[config.mk]
export PLATFORM = sky130hd
export DESIGN_NAME = form_field_extract_decode_flat
export DESIGN_NICKNAME = d
export VERILOG_FILES = /design/src/rtl/core/ffd_pkg.sv /design/src/rtl/core/ffd_req_if.sv /design/src/rtl/core/ffd_rsp_if.sv /design/src/rtl/core/form_field_extract_decode.sv /design/src/rtl/core/ffd_step.sv /design/src/rtl/core/ffd_queue.sv /design/src/flat_wrapper.sv
export VERILOG_INCLUDE_DIRS = /design/src /design/src/rtl/core
export SDC_FILE = /design/constraint.sdc
export NUM_CORES = 1
export LEC_CHECK = 0
export BUFFER_PORTS_ARGS = -buffer_cell sky130_fd_sc_hd__buf_2
export CAP_MARGIN = 20
export CELL_PAD_IN_SITES_DETAIL_PLACEMENT = 0
export CELL_PAD_IN_SITES_GLOBAL_PLACEMENT = 1
export CORE_ASPECT_RATIO = 0.8
export CORE_UTILIZATION = 35
export DETAILED_ROUTE_END_ITERATION = 10
export PLACE_DENSITY_LB_ADDON = 0.1
export SLEW_MARGIN = 20
export SYNTH_ARGS = -nofsm -noshare
export SYNTH_HDL_FRONTEND = slang
export SYNTH_SLANG_ARGS = --single-unit
[constraint.sdc]
create_clock -name clock -period 21.4 [get_ports clock]
set_input_delay 1.07 -clock clock [delete_from_list [all_inputs] [get_ports clock]]
set_output_delay 1.07 -clock clock [all_outputs]
set_load 0.02 [all_outputs]
[src/rtl/core/form_field_extract_decode_defines.svh]
// assertion macros for the form field extract and decode block
`ifndef FORM_FIELD_EXTRACT_DECODE_DEFINES_SVH
`define FORM_FIELD_EXTRACT_DECODE_DEFINES_SVH
`ifndef SYNTHESIS
`define FFD_ASSERT(name, clk, rst, expr, msg) \
   name: assert property (@(posedge clk) disable iff (rst) (expr)) else $error(msg);
`define FFD_ASSERT_IMP(name, clk, rst, ante, cons, msg) \
   name: assert property (@(posedge clk) disable iff (rst) (ante) |-> (cons)) else $error(msg);
`define FFD_ASSERT_NXT(name, clk, rst, ante, cons, msg) \
   name: assert property (@(posedge clk) disable iff (rst) (ante) |=> (cons)) else $error(msg);
`else
`define FFD_ASSERT(name, clk, rst, expr, msg)
`define FFD_ASSERT_IMP(name, clk, rst, ante, cons, msg)
`define FFD_ASSERT_NXT(name, clk, rst, ante, cons, msg)
`endif
`endif

[src/rtl/core/ffd_pkg.sv]
// types, constants and codes shared by the form field decode block
package ffd_pkg;

   localparam int KEY_BYTES    = 16;
   localparam int MAX_CAPACITY = 256;

   localparam int KEY_IDX_W = (KEY_BYTES > 1) ? $clog2(KEY_BYTES) : 1;
   localparam int NAME_W    = 5;
   localparam logic [NAME_W-1:0] NAME_MAX = '1;
   localparam logic [NAME_W-1:0] KEY_BYTES_N = NAME_W'(KEY_BYTES);

   localparam int CAP_W     = 9;
   localparam int CAP_LIM_I = (MAX_CAPACITY > (2 ** CAP_W) - 1) ? (2 ** CAP_W) - 1 : MAX_CAPACITY;
   localparam logic [CAP_W-1:0] CAP_LIMIT = CAP_W'(CAP_LIM_I);

   localparam int RES_MAX   = 3;
   localparam int RES_CNT_W = $clog2(RES_MAX + 1);
   localparam int Q_DEPTH   = 4;
   localparam int PTR_W     = $clog2(Q_DEPTH);
   localparam int CNT_W     = $clog2(Q_DEPTH + 1);

   // register indexes
   localparam logic [1:0] CSR_KEY_LOW  = 2'd0;
   localparam logic [1:0] CSR_KEY_HIGH = 2'd1;
   localparam logic [1:0] CSR_KEY_LEN  = 2'd2;
   localparam logic [1:0] CSR_CAPACITY = 2'd3;

   // status codes
   localparam logic [1:0] ST_OK        = 2'd0;
   localparam logic [1:0] ST_NOT_FOUND = 2'd1;
   localparam logic [1:0] ST_BAD_HEX   = 2'd2;
   localparam logic [1:0] ST_TOO_LONG  = 2'd3;

   // escape progress
   localparam logic [1:0] ESC_NONE = 2'd0;
   localparam logic [1:0] ESC_PCT  = 2'd1;
   localparam logic [1:0] ESC_HELD = 2'd2;

   // characters
   localparam logic [7:0] CH_PLUS  = 8'h2B;
   localparam logic [7:0] CH_PCT   = 8'h25;
   localparam logic [7:0] CH_AMP   = 8'h26;
   localparam logic [7:0] CH_EQ    = 8'h3D;
   localparam logic [7:0] CH_SPACE = 8'h20;
   localparam logic [7:0] CH_0     = 8'h30;
   localparam logic [7:0] CH_9     = 8'h39;
   localparam logic [7:0] CH_UA    = 8'h41;
   localparam logic [7:0] CH_UF    = 8'h46;
   localparam logic [7:0] CH_LA    = 8'h61;
   localparam logic [7:0] CH_LF    = 8'h66;

   typedef enum logic [3:0] {
      PH_NAME  = 4'b0001,
      PH_SKIP  = 4'b0010,
      PH_VALUE = 4'b0100,
      PH_DONE  = 4'b1000
   } phase_type;

   typedef struct packed {
      logic [15:0][7:0]  key;
      logic [NAME_W-1:0] key_length;
      logic [CAP_W-1:0]  capacity;
   } cfg_type;

   typedef struct packed {
      phase_type         phase;
      logic [NAME_W-1:0] name_count;
      logic              name_mismatch;
      logic [1:0]        escape_pending;
      logic [7:0]        held_digit;
      logic [CAP_W-1:0]  written_count;
   } state_type;

   typedef struct packed {
      logic       is_status;
      logic [7:0] value_byte;
      logic [1:0] status_code;
      logic       run_last;
   } result_type;

   typedef struct packed {
      result_type [RES_MAX-1:0] res;
      logic [RES_CNT_W-1:0]     n;
   } step_out_type;

   typedef struct packed {
      state_type  st;
      result_type res;
      logic       ok;
   } emit_type;

endpackage

[src/rtl/core/ffd_req_if.sv]
// body byte channel
interface ffd_req_if;
   logic       valid;
   logic       ready;
   logic [7:0] body_byte;
   logic       body_last;

   modport source (output valid, output body_byte, output body_last, input ready);
   modport sink (input valid, input body_byte, input body_last, output ready);
endinterface

[src/rtl/core/ffd_rsp_if.sv]
// decoded result channel
interface ffd_rsp_if;
   logic       valid;
   logic       ready;
   logic       is_status;
   logic [7:0] value_byte;
   logic [1:0] status_code;
   logic       run_last;

   modport source (output valid, output is_status, output value_byte, output status_code,
                   output run_last, input ready);
   modport sink (input valid, input is_status, input value_byte, input status_code,
                 input run_last, output ready);
endinterface

[src/rtl/core/form_field_extract_decode.sv]
// top level of the form field extract and decode block
//
// Usage: the body of an url-encoded form enters one byte per item on req_ch
// (body_byte, body_last); a zero byte or body_last closes the body. The key
// and the output capacity are set on the csr_ write port while the block is
// idle. Results leave on rsp_ch: decoded value bytes of the first field whose
// name matches the key, then one closing status per body. run_last marks the
// last result that one byte item caused; a byte may cause none to three.
// Timing: a byte is held in the input register, and its results pass through
// the result queue before they are offered on rsp_ch.
// Throughput: one byte per cycle while each byte gives at most one result and
// rsp_ch.ready stays high; the result port drains one result per cycle, so
// bytes that give two or three results hold req_ch.ready low until the
// four-entry result queue has room for three more.
// When the receiver stalls, results wait in the queue and the input register
// takes one more byte before ready drops.
// Reset (synchronous) empties the queue, drops the input register, returns
// the parser to the name part and loads key length 0 and capacity 256.
`include "form_field_extract_decode_defines.svh"
module form_field_extract_decode import ffd_pkg::*; (
   input  logic          clock,
   input  logic          reset,
   input  logic          csr_we,
   input  logic [1:0]    csr_index,
   input  logic [63:0]   csr_wdata,
   ffd_req_if.sink       req_ch,
   ffd_rsp_if.source     rsp_ch
);

   cfg_type      cfg_ff;
   state_type    state_ff, state_in;
   logic         in_valid_ff;
   logic [7:0]   in_byte_ff;
   logic         in_last_ff;
   logic         process;
   logic         req_take;
   step_out_type step_out;
   step_out_type push;
   result_type   head;
   logic [CNT_W-1:0] q_count;
   logic         pop;

   // room for the most results one byte can give
   assign process = in_valid_ff && (q_count <= CNT_W'(Q_DEPTH - RES_MAX));
   assign req_ch.ready = !in_valid_ff || process;
   assign req_take = req_ch.valid && req_ch.ready;

   always_ff @(posedge clock) begin
      if (reset) begin
         cfg_ff.key <= '0;
         cfg_ff.key_length <= '0;
         cfg_ff.capacity <= CAP_W'(256);
      end else if (csr_we) begin
         unique case (csr_index)
            CSR_KEY_LOW:  cfg_ff.key[7:0] <= csr_wdata;
            CSR_KEY_HIGH: cfg_ff.key[15:8] <= csr_wdata;
            CSR_KEY_LEN:  cfg_ff.key_length <= csr_wdata[NAME_W-1:0];
            CSR_CAPACITY: cfg_ff.capacity <= csr_wdata[CAP_W-1:0];
            default: begin
            end
         endcase
      end
   end

   always_ff @(posedge clock) begin
      if (reset) begin
         in_valid_ff <= 1'b0;
      end else if (req_take) begin
         in_valid_ff <= 1'b1;
      end else if (process) begin
         in_valid_ff <= 1'b0;
      end
   end

   always_ff @(posedge clock) begin
      if (req_take) begin
         in_byte_ff <= req_ch.body_byte;
         in_last_ff <= req_ch.body_last;
      end
   end

   ffd_step u_step (
      .body_byte (in_byte_ff),
      .body_last (in_last_ff),
      .cfg       (cfg_ff),
      .cur       (state_ff),
      .nxt       (state_in),
      .out       (step_out)
   );

   always_ff @(posedge clock) begin
      if (reset) begin
         state_ff.phase <= PH_NAME;
         state_ff.name_count <= '0;
         state_ff.name_mismatch <= 1'b0;
         state_ff.escape_pending <= ESC_NONE;
         state_ff.held_digit <= '0;
         state_ff.written_count <= '0;
      end else if (process) begin
         state_ff <= state_in;
      end
   end

   always_comb begin
      push.res = step_out.res;
      push.n = process ? step_out.n : '0;
   end

   assign pop = rsp_ch.valid && rsp_ch.ready;

   ffd_queue u_queue (
      .clock (clock),
      .reset (reset),
      .push  (push),
      .pop   (pop),
      .head  (head),
      .count (q_count)
   );

   assign rsp_ch.valid = (q_count != '0);
   assign rsp_ch.is_status = head.is_status;
   assign rsp_ch.value_byte = head.value_byte;
   assign rsp_ch.status_code = head.status_code;
   assign rsp_ch.run_last = head.run_last;

   `FFD_ASSERT(a_queue_bound, clock, reset, q_count <= CNT_W'(Q_DEPTH), "result queue overfull")
   `FFD_ASSERT(a_no_overflow, clock, reset, ({1'b0, q_count} + (CNT_W+1)'(push.n)) <= (CNT_W+1)'(Q_DEPTH), "push would overflow result queue")
   `FFD_ASSERT_IMP(a_rest_queued, clock, reset, rsp_ch.valid && !rsp_ch.run_last, q_count >= CNT_W'(2), "item results split across cycles")
   `FFD_ASSERT_NXT(a_push_shows, clock, reset, push.n != '0, rsp_ch.valid, "pushed result not offered")

endmodule

[src/rtl/core/ffd_step.sv]
// per-byte parse and decode step: next state and up to three results
module ffd_step import ffd_pkg::*; (
   input  logic [7:0]   body_byte,
   input  logic         body_last,
   input  cfg_type      cfg,
   input  state_type    cur,
   output state_type    nxt,
   output step_out_type out
);

   function automatic logic [4:0] hex_val(logic [7:0] c);
      logic [4:0] v;
      v = '0;
      if (c >= CH_0 && c <= CH_9) v = {1'b1, 4'(c - CH_0)};
      else if (c >= CH_UA && c <= CH_UF) v = {1'b1, 4'(c - CH_UA + 8'd10)};
      else if (c >= CH_LA && c <= CH_LF) v = {1'b1, 4'(c - CH_LA + 8'd10)};
      return v;
   endfunction

   function automatic result_type status_res(logic [1:0] code);
      result_type r;
      r = '0;
      r.is_status = 1'b1;
      r.status_code = code;
      return r;
   endfunction

   function automatic logic [7:0] plain(logic [7:0] c);
      return (c == CH_PLUS) ? CH_SPACE : c;
   endfunction

   // one value byte, or too-long status once written_count + 1 reaches the capacity
   function automatic emit_type emit(state_type s, logic [7:0] v, logic [CAP_W-1:0] cap);
      emit_type e;
      logic [CAP_W:0] need;
      need = {1'b0, s.written_count} + (CAP_W+1)'(1);
      e.st = s;
      e.res = '0;
      if (need < {1'b0, cap}) begin
         e.ok = 1'b1;
         e.res.value_byte = v;
         e.st.written_count = s.written_count + CAP_W'(1);
      end else begin
         e.ok = 1'b0;
         e.res = status_res(ST_TOO_LONG);
         e.st.phase = PH_DONE;
      end
      return e;
   endfunction

   always_comb begin
      state_type s;
      result_type [RES_MAX-1:0] r;
      logic [RES_CNT_W-1:0] n;
      logic [CAP_W-1:0] cap;
      logic [4:0] hi;
      logic [4:0] lo;
      logic do_close;
      logic end_body;
      logic [1:0] esc;
      emit_type e;

      s = cur;
      r = '0;
      n = '0;
      do_close = 1'b0;
      cap = (cfg.capacity > CAP_LIMIT) ? CAP_LIMIT : cfg.capacity;
      hi = hex_val(cur.held_digit);
      lo = hex_val(body_byte);
      end_body = (body_byte == 8'd0) || body_last;
      e = '0;

      if (body_byte != 8'd0) begin
         unique case (cur.phase)
            PH_NAME: begin
               if (body_byte == CH_AMP) begin
                  s.name_count = '0;
                  s.name_mismatch = 1'b0;
               end else if (body_byte == CH_EQ) begin
                  if (!cur.name_mismatch && cur.name_count == cfg.key_length) begin
                     s.phase = PH_VALUE;
                     s.written_count = '0;
                     s.escape_pending = ESC_NONE;
                  end else begin
                     s.phase = PH_SKIP;
                  end
               end else begin
                  if (cur.name_count >= KEY_BYTES_N ||
                      cfg.key[cur.name_count[KEY_IDX_W-1:0]] != body_byte)
                     s.name_mismatch = 1'b1;
                  if (cur.name_count != NAME_MAX)
                     s.name_count = cur.name_count + NAME_W'(1);
               end
            end
            PH_SKIP: begin
               if (body_byte == CH_AMP) begin
                  s.phase = PH_NAME;
                  s.name_count = '0;
                  s.name_mismatch = 1'b0;
               end
            end
            PH_VALUE: begin
               if (body_byte == CH_AMP) begin
                  do_close = 1'b1;
               end else begin
                  case (cur.escape_pending)
                     ESC_NONE: begin
                        if (body_byte == CH_PCT) begin
                           s.escape_pending = ESC_PCT;
                        end else begin
                           e = emit(s, plain(body_byte), cap);
                           s = e.st;
                           r[n] = e.res;
                           n = n + RES_CNT_W'(1);
                        end
                     end
                     ESC_PCT: begin
                        s.held_digit = body_byte;
                        s.escape_pending = ESC_HELD;
                     end
                     default: begin
                        s.escape_pending = ESC_NONE;
                        if (!hi[4] || !lo[4]) begin
                           r[n] = status_res(ST_BAD_HEX);
                           n = n + RES_CNT_W'(1);
                           s.phase = PH_DONE;
                        end else begin
                           e = emit(s, {hi[3:0], lo[3:0]}, cap);
                           s = e.st;
                           r[n] = e.res;
                           n = n + RES_CNT_W'(1);
                        end
                     end
                  endcase
               end
            end
            PH_DONE: begin
            end
            default: begin
            end
         endcase
      end

      if (end_body && (s.phase == PH_NAME || s.phase == PH_SKIP)) begin
         r[n] = status_res(ST_NOT_FOUND);
         n = n + RES_CNT_W'(1);
         s.phase = PH_DONE;
      end else if (end_body && s.phase == PH_VALUE) begin
         do_close = 1'b1;
      end

      // close of the value: a dangling escape goes out as '%' and any held character
      if (do_close) begin
         esc = s.escape_pending;
         e.ok = 1'b1;
         if (esc != ESC_NONE) begin
            e = emit(s, CH_PCT, cap);
            s = e.st;
            r[n] = e.res;
            n = n + RES_CNT_W'(1);
            if (e.ok && esc == ESC_HELD) begin
               e = emit(s, plain(s.held_digit), cap);
               s = e.st;
               r[n] = e.res;
               n = n + RES_CNT_W'(1);
            end
         end
         if (e.ok) begin
            s.escape_pending = ESC_NONE;
            r[n] = status_res(ST_OK);
            n = n + RES_CNT_W'(1);
            s.phase = PH_DONE;
         end
      end

      if (end_body) begin
         s.phase = PH_NAME;
         s.name_count = '0;
         s.name_mismatch = 1'b0;
         s.escape_pending = ESC_NONE;
         s.held_digit = '0;
         s.written_count = '0;
      end

      for (int i = 0; i < RES_MAX; i++)
         r[i].run_last = (RES_CNT_W'(i + 1) == n);

      nxt = s;
      out.res = r;
      out.n = n;
   end

endmodule

[src/rtl/core/ffd_queue.sv]
// small result queue that takes up to three results in one cycle
module ffd_queue import ffd_pkg::*; (
   input  logic             clock,
   input  logic             reset,
   input  step_out_type     push,
   input  logic             pop,
   output result_type       head,
   output logic [CNT_W-1:0] count
);

   result_type [Q_DEPTH-1:0] q_ff;
   logic [PTR_W-1:0] wr_ptr_ff, wr_ptr_in;
   logic [PTR_W-1:0] rd_ptr_ff, rd_ptr_in;
   logic [CNT_W-1:0] count_ff, count_in;

   always_comb begin
      wr_ptr_in = wr_ptr_ff + PTR_W'(push.n);
      rd_ptr_in = rd_ptr_ff + PTR_W'(pop);
      count_in = count_ff + CNT_W'(push.n) - CNT_W'(pop);
   end

   always_ff @(posedge clock) begin
      for (int i = 0; i < RES_MAX; i++)
         if (RES_CNT_W'(i) < push.n)
            q_ff[wr_ptr_ff + PTR_W'(i)] <= push.res[i];
   end

   always_ff @(posedge clock) begin
      if (reset) begin
         wr_ptr_ff <= '0;
         rd_ptr_ff <= '0;
         count_ff <= '0;
      end else begin
         wr_ptr_ff <= wr_ptr_in;
         rd_ptr_ff <= rd_ptr_in;
         count_ff <= count_in;
      end
   end

   assign head = q_ff[rd_ptr_ff];
   assign count = count_ff;

endmodule
[src/flat_wrapper.sv]
// flat-port wrapper written by rule: the top's interface ports become plain ports
module form_field_extract_decode_flat import ffd_pkg::*;
  (clock, reset, csr_we, csr_index, csr_wdata, req_ch_valid, req_ch_body_byte, req_ch_body_last, req_ch_ready, rsp_ch_valid, rsp_ch_is_status, rsp_ch_value_byte, rsp_ch_status_code, rsp_ch_run_last, rsp_ch_ready);
  ffd_req_if req_ch_i ();
  ffd_rsp_if rsp_ch_i ();
  input  logic clock;
  input  logic reset;
  input  logic csr_we;
  input  logic [1:0] csr_index;
  input  logic [63:0] csr_wdata;
  input wire logic [$bits(req_ch_i.valid)-1:0] req_ch_valid;
  input wire logic [$bits(req_ch_i.body_byte)-1:0] req_ch_body_byte;
  input wire logic [$bits(req_ch_i.body_last)-1:0] req_ch_body_last;
  output wire logic [$bits(req_ch_i.ready)-1:0] req_ch_ready;
  output wire logic [$bits(rsp_ch_i.valid)-1:0] rsp_ch_valid;
  output wire logic [$bits(rsp_ch_i.is_status)-1:0] rsp_ch_is_status;
  output wire logic [$bits(rsp_ch_i.value_byte)-1:0] rsp_ch_value_byte;
  output wire logic [$bits(rsp_ch_i.status_code)-1:0] rsp_ch_status_code;
  output wire logic [$bits(rsp_ch_i.run_last)-1:0] rsp_ch_run_last;
  input wire logic [$bits(rsp_ch_i.ready)-1:0] rsp_ch_ready;
  assign req_ch_i.valid = req_ch_valid;
  assign req_ch_i.body_byte = req_ch_body_byte;
  assign req_ch_i.body_last = req_ch_body_last;
  assign req_ch_ready = req_ch_i.ready;
  assign rsp_ch_valid = rsp_ch_i.valid;
  assign rsp_ch_is_status = rsp_ch_i.is_status;
  assign rsp_ch_value_byte = rsp_ch_i.value_byte;
  assign rsp_ch_status_code = rsp_ch_i.status_code;
  assign rsp_ch_run_last = rsp_ch_i.run_last;
  assign rsp_ch_i.ready = rsp_ch_ready;
  form_field_extract_decode u_core (.clock(clock), .reset(reset), .csr_we(csr_we), .csr_index(csr_index), .csr_wdata(csr_wdata), .req_ch(req_ch_i), .rsp_ch(rsp_ch_i));
endmodule
==> impl_metrics.ini <==
[logic_synthesis]
netlist_area_sq_mm = 0.01468
yosysWarningCount = 0
synth_xor_area_share_pct = 3.163
synth-simple-area-share_pct = 21.64
synthDistinctLibCells = 111
synth_top_family_by_area = compound AO/OA/AOI/OAI gates
ys_seq_area_share_pct = 32.80
synthesis.nets = 1945
synth_fa_ha_area_share_pct = 4.399
synth_mux_area_share_pct = 9.991
synth_compound_area_share_pct = 23.68
synthTopCellsByArea = dfxtp_1 31%, nand2_1 9.7%, a21oi_1 7.7%
async_flop_share_pct = 0
ys_seq_elements = 236
synth-edff-count = 9
post-synth-top-area-fraction_pct = 30.96
synthCells = 1814
synthTopCellsByCount = 379 x nand2_1, 227 x dfxtp_1, 225 x a21oi_1
synthFlopType = dfxtp_1
avgSynthCellArea_sq_um = 8.091
synth.largest_area_cell = dfxtp_1
synth.most_common_cell = nand2_1

[placed_design]
place_ws_ns = 9.349
hpwl_mm = 37.85
io_buffers = 93
placed_area_sq_mm = 0.01546
place.gp.congestion = 0.8932

[setup_path]
crit_required_ns = 21.83
rr_endpoint = u_core.u_queue.count[2]$_SDFF_PP0_
endpoint_kind = flip-flop
cp_max_fo = 17
crit_top_cell = ha_1
start_kind = flip-flop
slowest_stage = a2111oi_4
regToRegSetupSlack_ns = 9.00
worstPathArrival_ns = 12.83
critPathKind = reg -> reg
rr_worst_depth = 48
timing.rr.start = u_core.state_ff[0]$_SDFFE_PP0P_
cp-endpoint = u_core.u_queue.count[2]$_SDFF_PP0_
critPathMaxStageDelay_ns = 0.86
startpoint = u_core.state_ff[0]$_SDFFE_PP0P_

[route]
first_iter_violations = 1149
vias = 13880
drc = 0
routed_wl_mm = 52.75
drt_pre_antenna_iters = 5
viasPerCell = 5.797
ant_nets = 0
drt-wirelength-per-cell_microns = 22.03

[sta]
fin_tns_setup_ns = 0
hold_viol_final = 0
fin_skew_ns = 0.02634
max_slew_margin_pct = 27.59
tightest_slew_ns = 1.082
max_freq_mhz = 80.63
rsz0062_at_grt = false
period_share_pct = 57.95
finalSetupViolCount = 0
layout_min_cycle_time_ns = 12.40
fin_ws_ns = 8.998
slew_violations = 0

[layout]
multi_input_area_sq_mm = 0.009241
fillers = 4308
drive_gt1_share_pct = 13.78
design_area_sq_mm = 0.01631
fin_util_pct = 39.81
diodes = 0
syn2layout_area_growth_pct = 11.09
regArea_sq_mm = 0.004818
nNetsFinal = 1964

[clock_network]
clock_latency_ns = 0.57
root_buffer = clkbuf_16
clk_path_buf_depth = 3
cts.sinks = 236
cts_setup_buffers = 0
cts_hold_buf = 0
cts_tree = built
path_clk_slew_ns = 0.06
cts_resized = 0
htreeDepth = 1
numCtsBuffers = 27

[floorplan]
start_util_pct = 35.84
die-area_sq_mm = 0.04276
num_rows = 66
core_sq_mm = 0.04096
pin_count = 94
fp.dieH_microns = 185.2
dieWidth_microns = 231.0

[power_and_ir_drop]
power_mw = 1.137
power_density_mw_per_mm2 = 69.73
vdd_ir_drop_max_uv = 51.83
leakage_nw = 5.737

[global_routing]
grt_pass1_vias = 12920
grt_pass1_wl_mm = 80.67
gr-usage-all-layers_pct = 24.42
grt_max_degree = 82
grt-ovfl-total = 0
antenna_found_initial = 0

[status]
status = finished, final reports clean

[worst_hold_path]
worstHoldPathType = reg -> reg

[job]
maxCapViolCount = 0
## how the worst min path moves through the flow
stage | slack [ns] | to | cells past startpoint | startpoint
after global placement | 0.44 | u_core.cfg_ff[141]$_SDFFE_PP0P_ | 2 | u_core.cfg_ff[141]$_SDFFE_PP0P_
after global routing | 0.47 | u_core.cfg_ff[34]$_SDFFE_PP0P_ | 2 | u_core.cfg_ff[34]$_SDFFE_PP0P_
after floorplan | 0.43 | u_core.cfg_ff[134]$_SDFFE_PP0P_ | 2 | u_core.cfg_ff[134]$_SDFFE_PP0P_
after CTS | 0.45 | u_core.cfg_ff[114]$_SDFFE_PP0P_ | 2 | u_core.cfg_ff[114]$_SDFFE_PP0P_
after detailed placement | 0.45 | u_core.cfg_ff[141]$_SDFFE_PP0P_ | 2 | u_core.cfg_ff[141]$_SDFFE_PP0P_
final | 0.45 | u_core.cfg_ff[114]$_SDFFE_PP0P_ | 2 | u_core.cfg_ff[114]$_SDFFE_PP0P_
## stage by stage
| stage | hold slack, ns | cells |
|---|---|---|
| detailed placement | 0.4453 | 2348 |
| finish | 0.4516 | 2394 |
| floorplan | 0.4329 | 1814 |
| global route | 0.4703 | 2394 |
| CTS | 0.4542 | 2394 |
| global placement | 0.4392 | 2348 |
## state kept, by name, summed over array words and instances, names as in the netlist
signal / cells
u_core.state_ff: 29
u_core.u_queue.rd_ptr_ff: 2
u_core.in_last_ff: 1
u_core.cfg_ff: 142
u_core.u_queue.wr_ptr_ff: 2
u_core.u_queue.count: 3
u_core.u_queue.q_ff: 48
u_core.in_byte_ff: 8
u_core.in_valid_ff: 1
## per-layer routing
| metal | GRT usage [%] | part of all wire (%) | vias to the layer above |
|---|---|---|---|
| met3 | 3.525 | 6.0 | 56 |
| met5 | 0 | 0 | - |
| met4 | 4.609 | 1.4 | 0 |
| met2 | 34.69 | 41 | 413 |
| met1 | 38.31 | 52 | 6772 |
| li1 | - | - | 6637 |
## placed cells by master, fill, tap and decap left out, drive strengths merged, types with 10 or more instances in the layout
master and instances:
a211oi 20, inv 32, mux2 12, nor3 27, a31oi 26, ha 50, buf 110, and2 16
o21ai 84, or3 10, nor2 101, nand3 36, xor2 18, clkbuf 35, mux2i 70, a22oi 20
mux4 28, a31o 10, nand4 18, nand2 381, a21oi 225, o22ai 15, dfxtp 227, nor4 11
and3 15, xnor2 35, a21o 14
## critical path: cells and delay by family, from the launching register on
| kind | cells | cell delay (ns) |
|---|---|---|
| flops | 1 | 0.48 |
| compound gates | 14 | 4.66 |
| buf+inv | 3 | 0.19 |
| xor+xnor | 4 | 0.78 |
| simple gates | 18 | 3.52 |
| fa+ha+maj | 9 | 2.62 |
## final cells by class
type,count,area share (%)
Tap cell,544,4.174
Clock buffer,35,4.773
Clock inverter,11,0.4144
Timing Repair Buffer,110,3.676
Multi-Input combinational cell,1426,56.68
Inverter,32,0.7366
Sequential cell,236,29.55
## cells by family after synthesis
group | count (synthesis)
xor gates and xnor gates | 53
and+or+nand+nor | 683
AOI/OAI and AO/OA | 529
adders and majority gates | 51
muxes | 110
DFF | 236
buffers and inverters | 152
## power breakdown
group          total (mW)  internal (mW)  leakage (nW)  switching (mW)
Combinational       0.189         0.0760          3.39           0.113
Sequential          0.497          0.467          1.93          0.0298
Clock               0.450          0.255         0.419           0.195
Total                1.14          0.799          5.74           0.338
No activity file was read; power rests on OpenSTA's default activity.
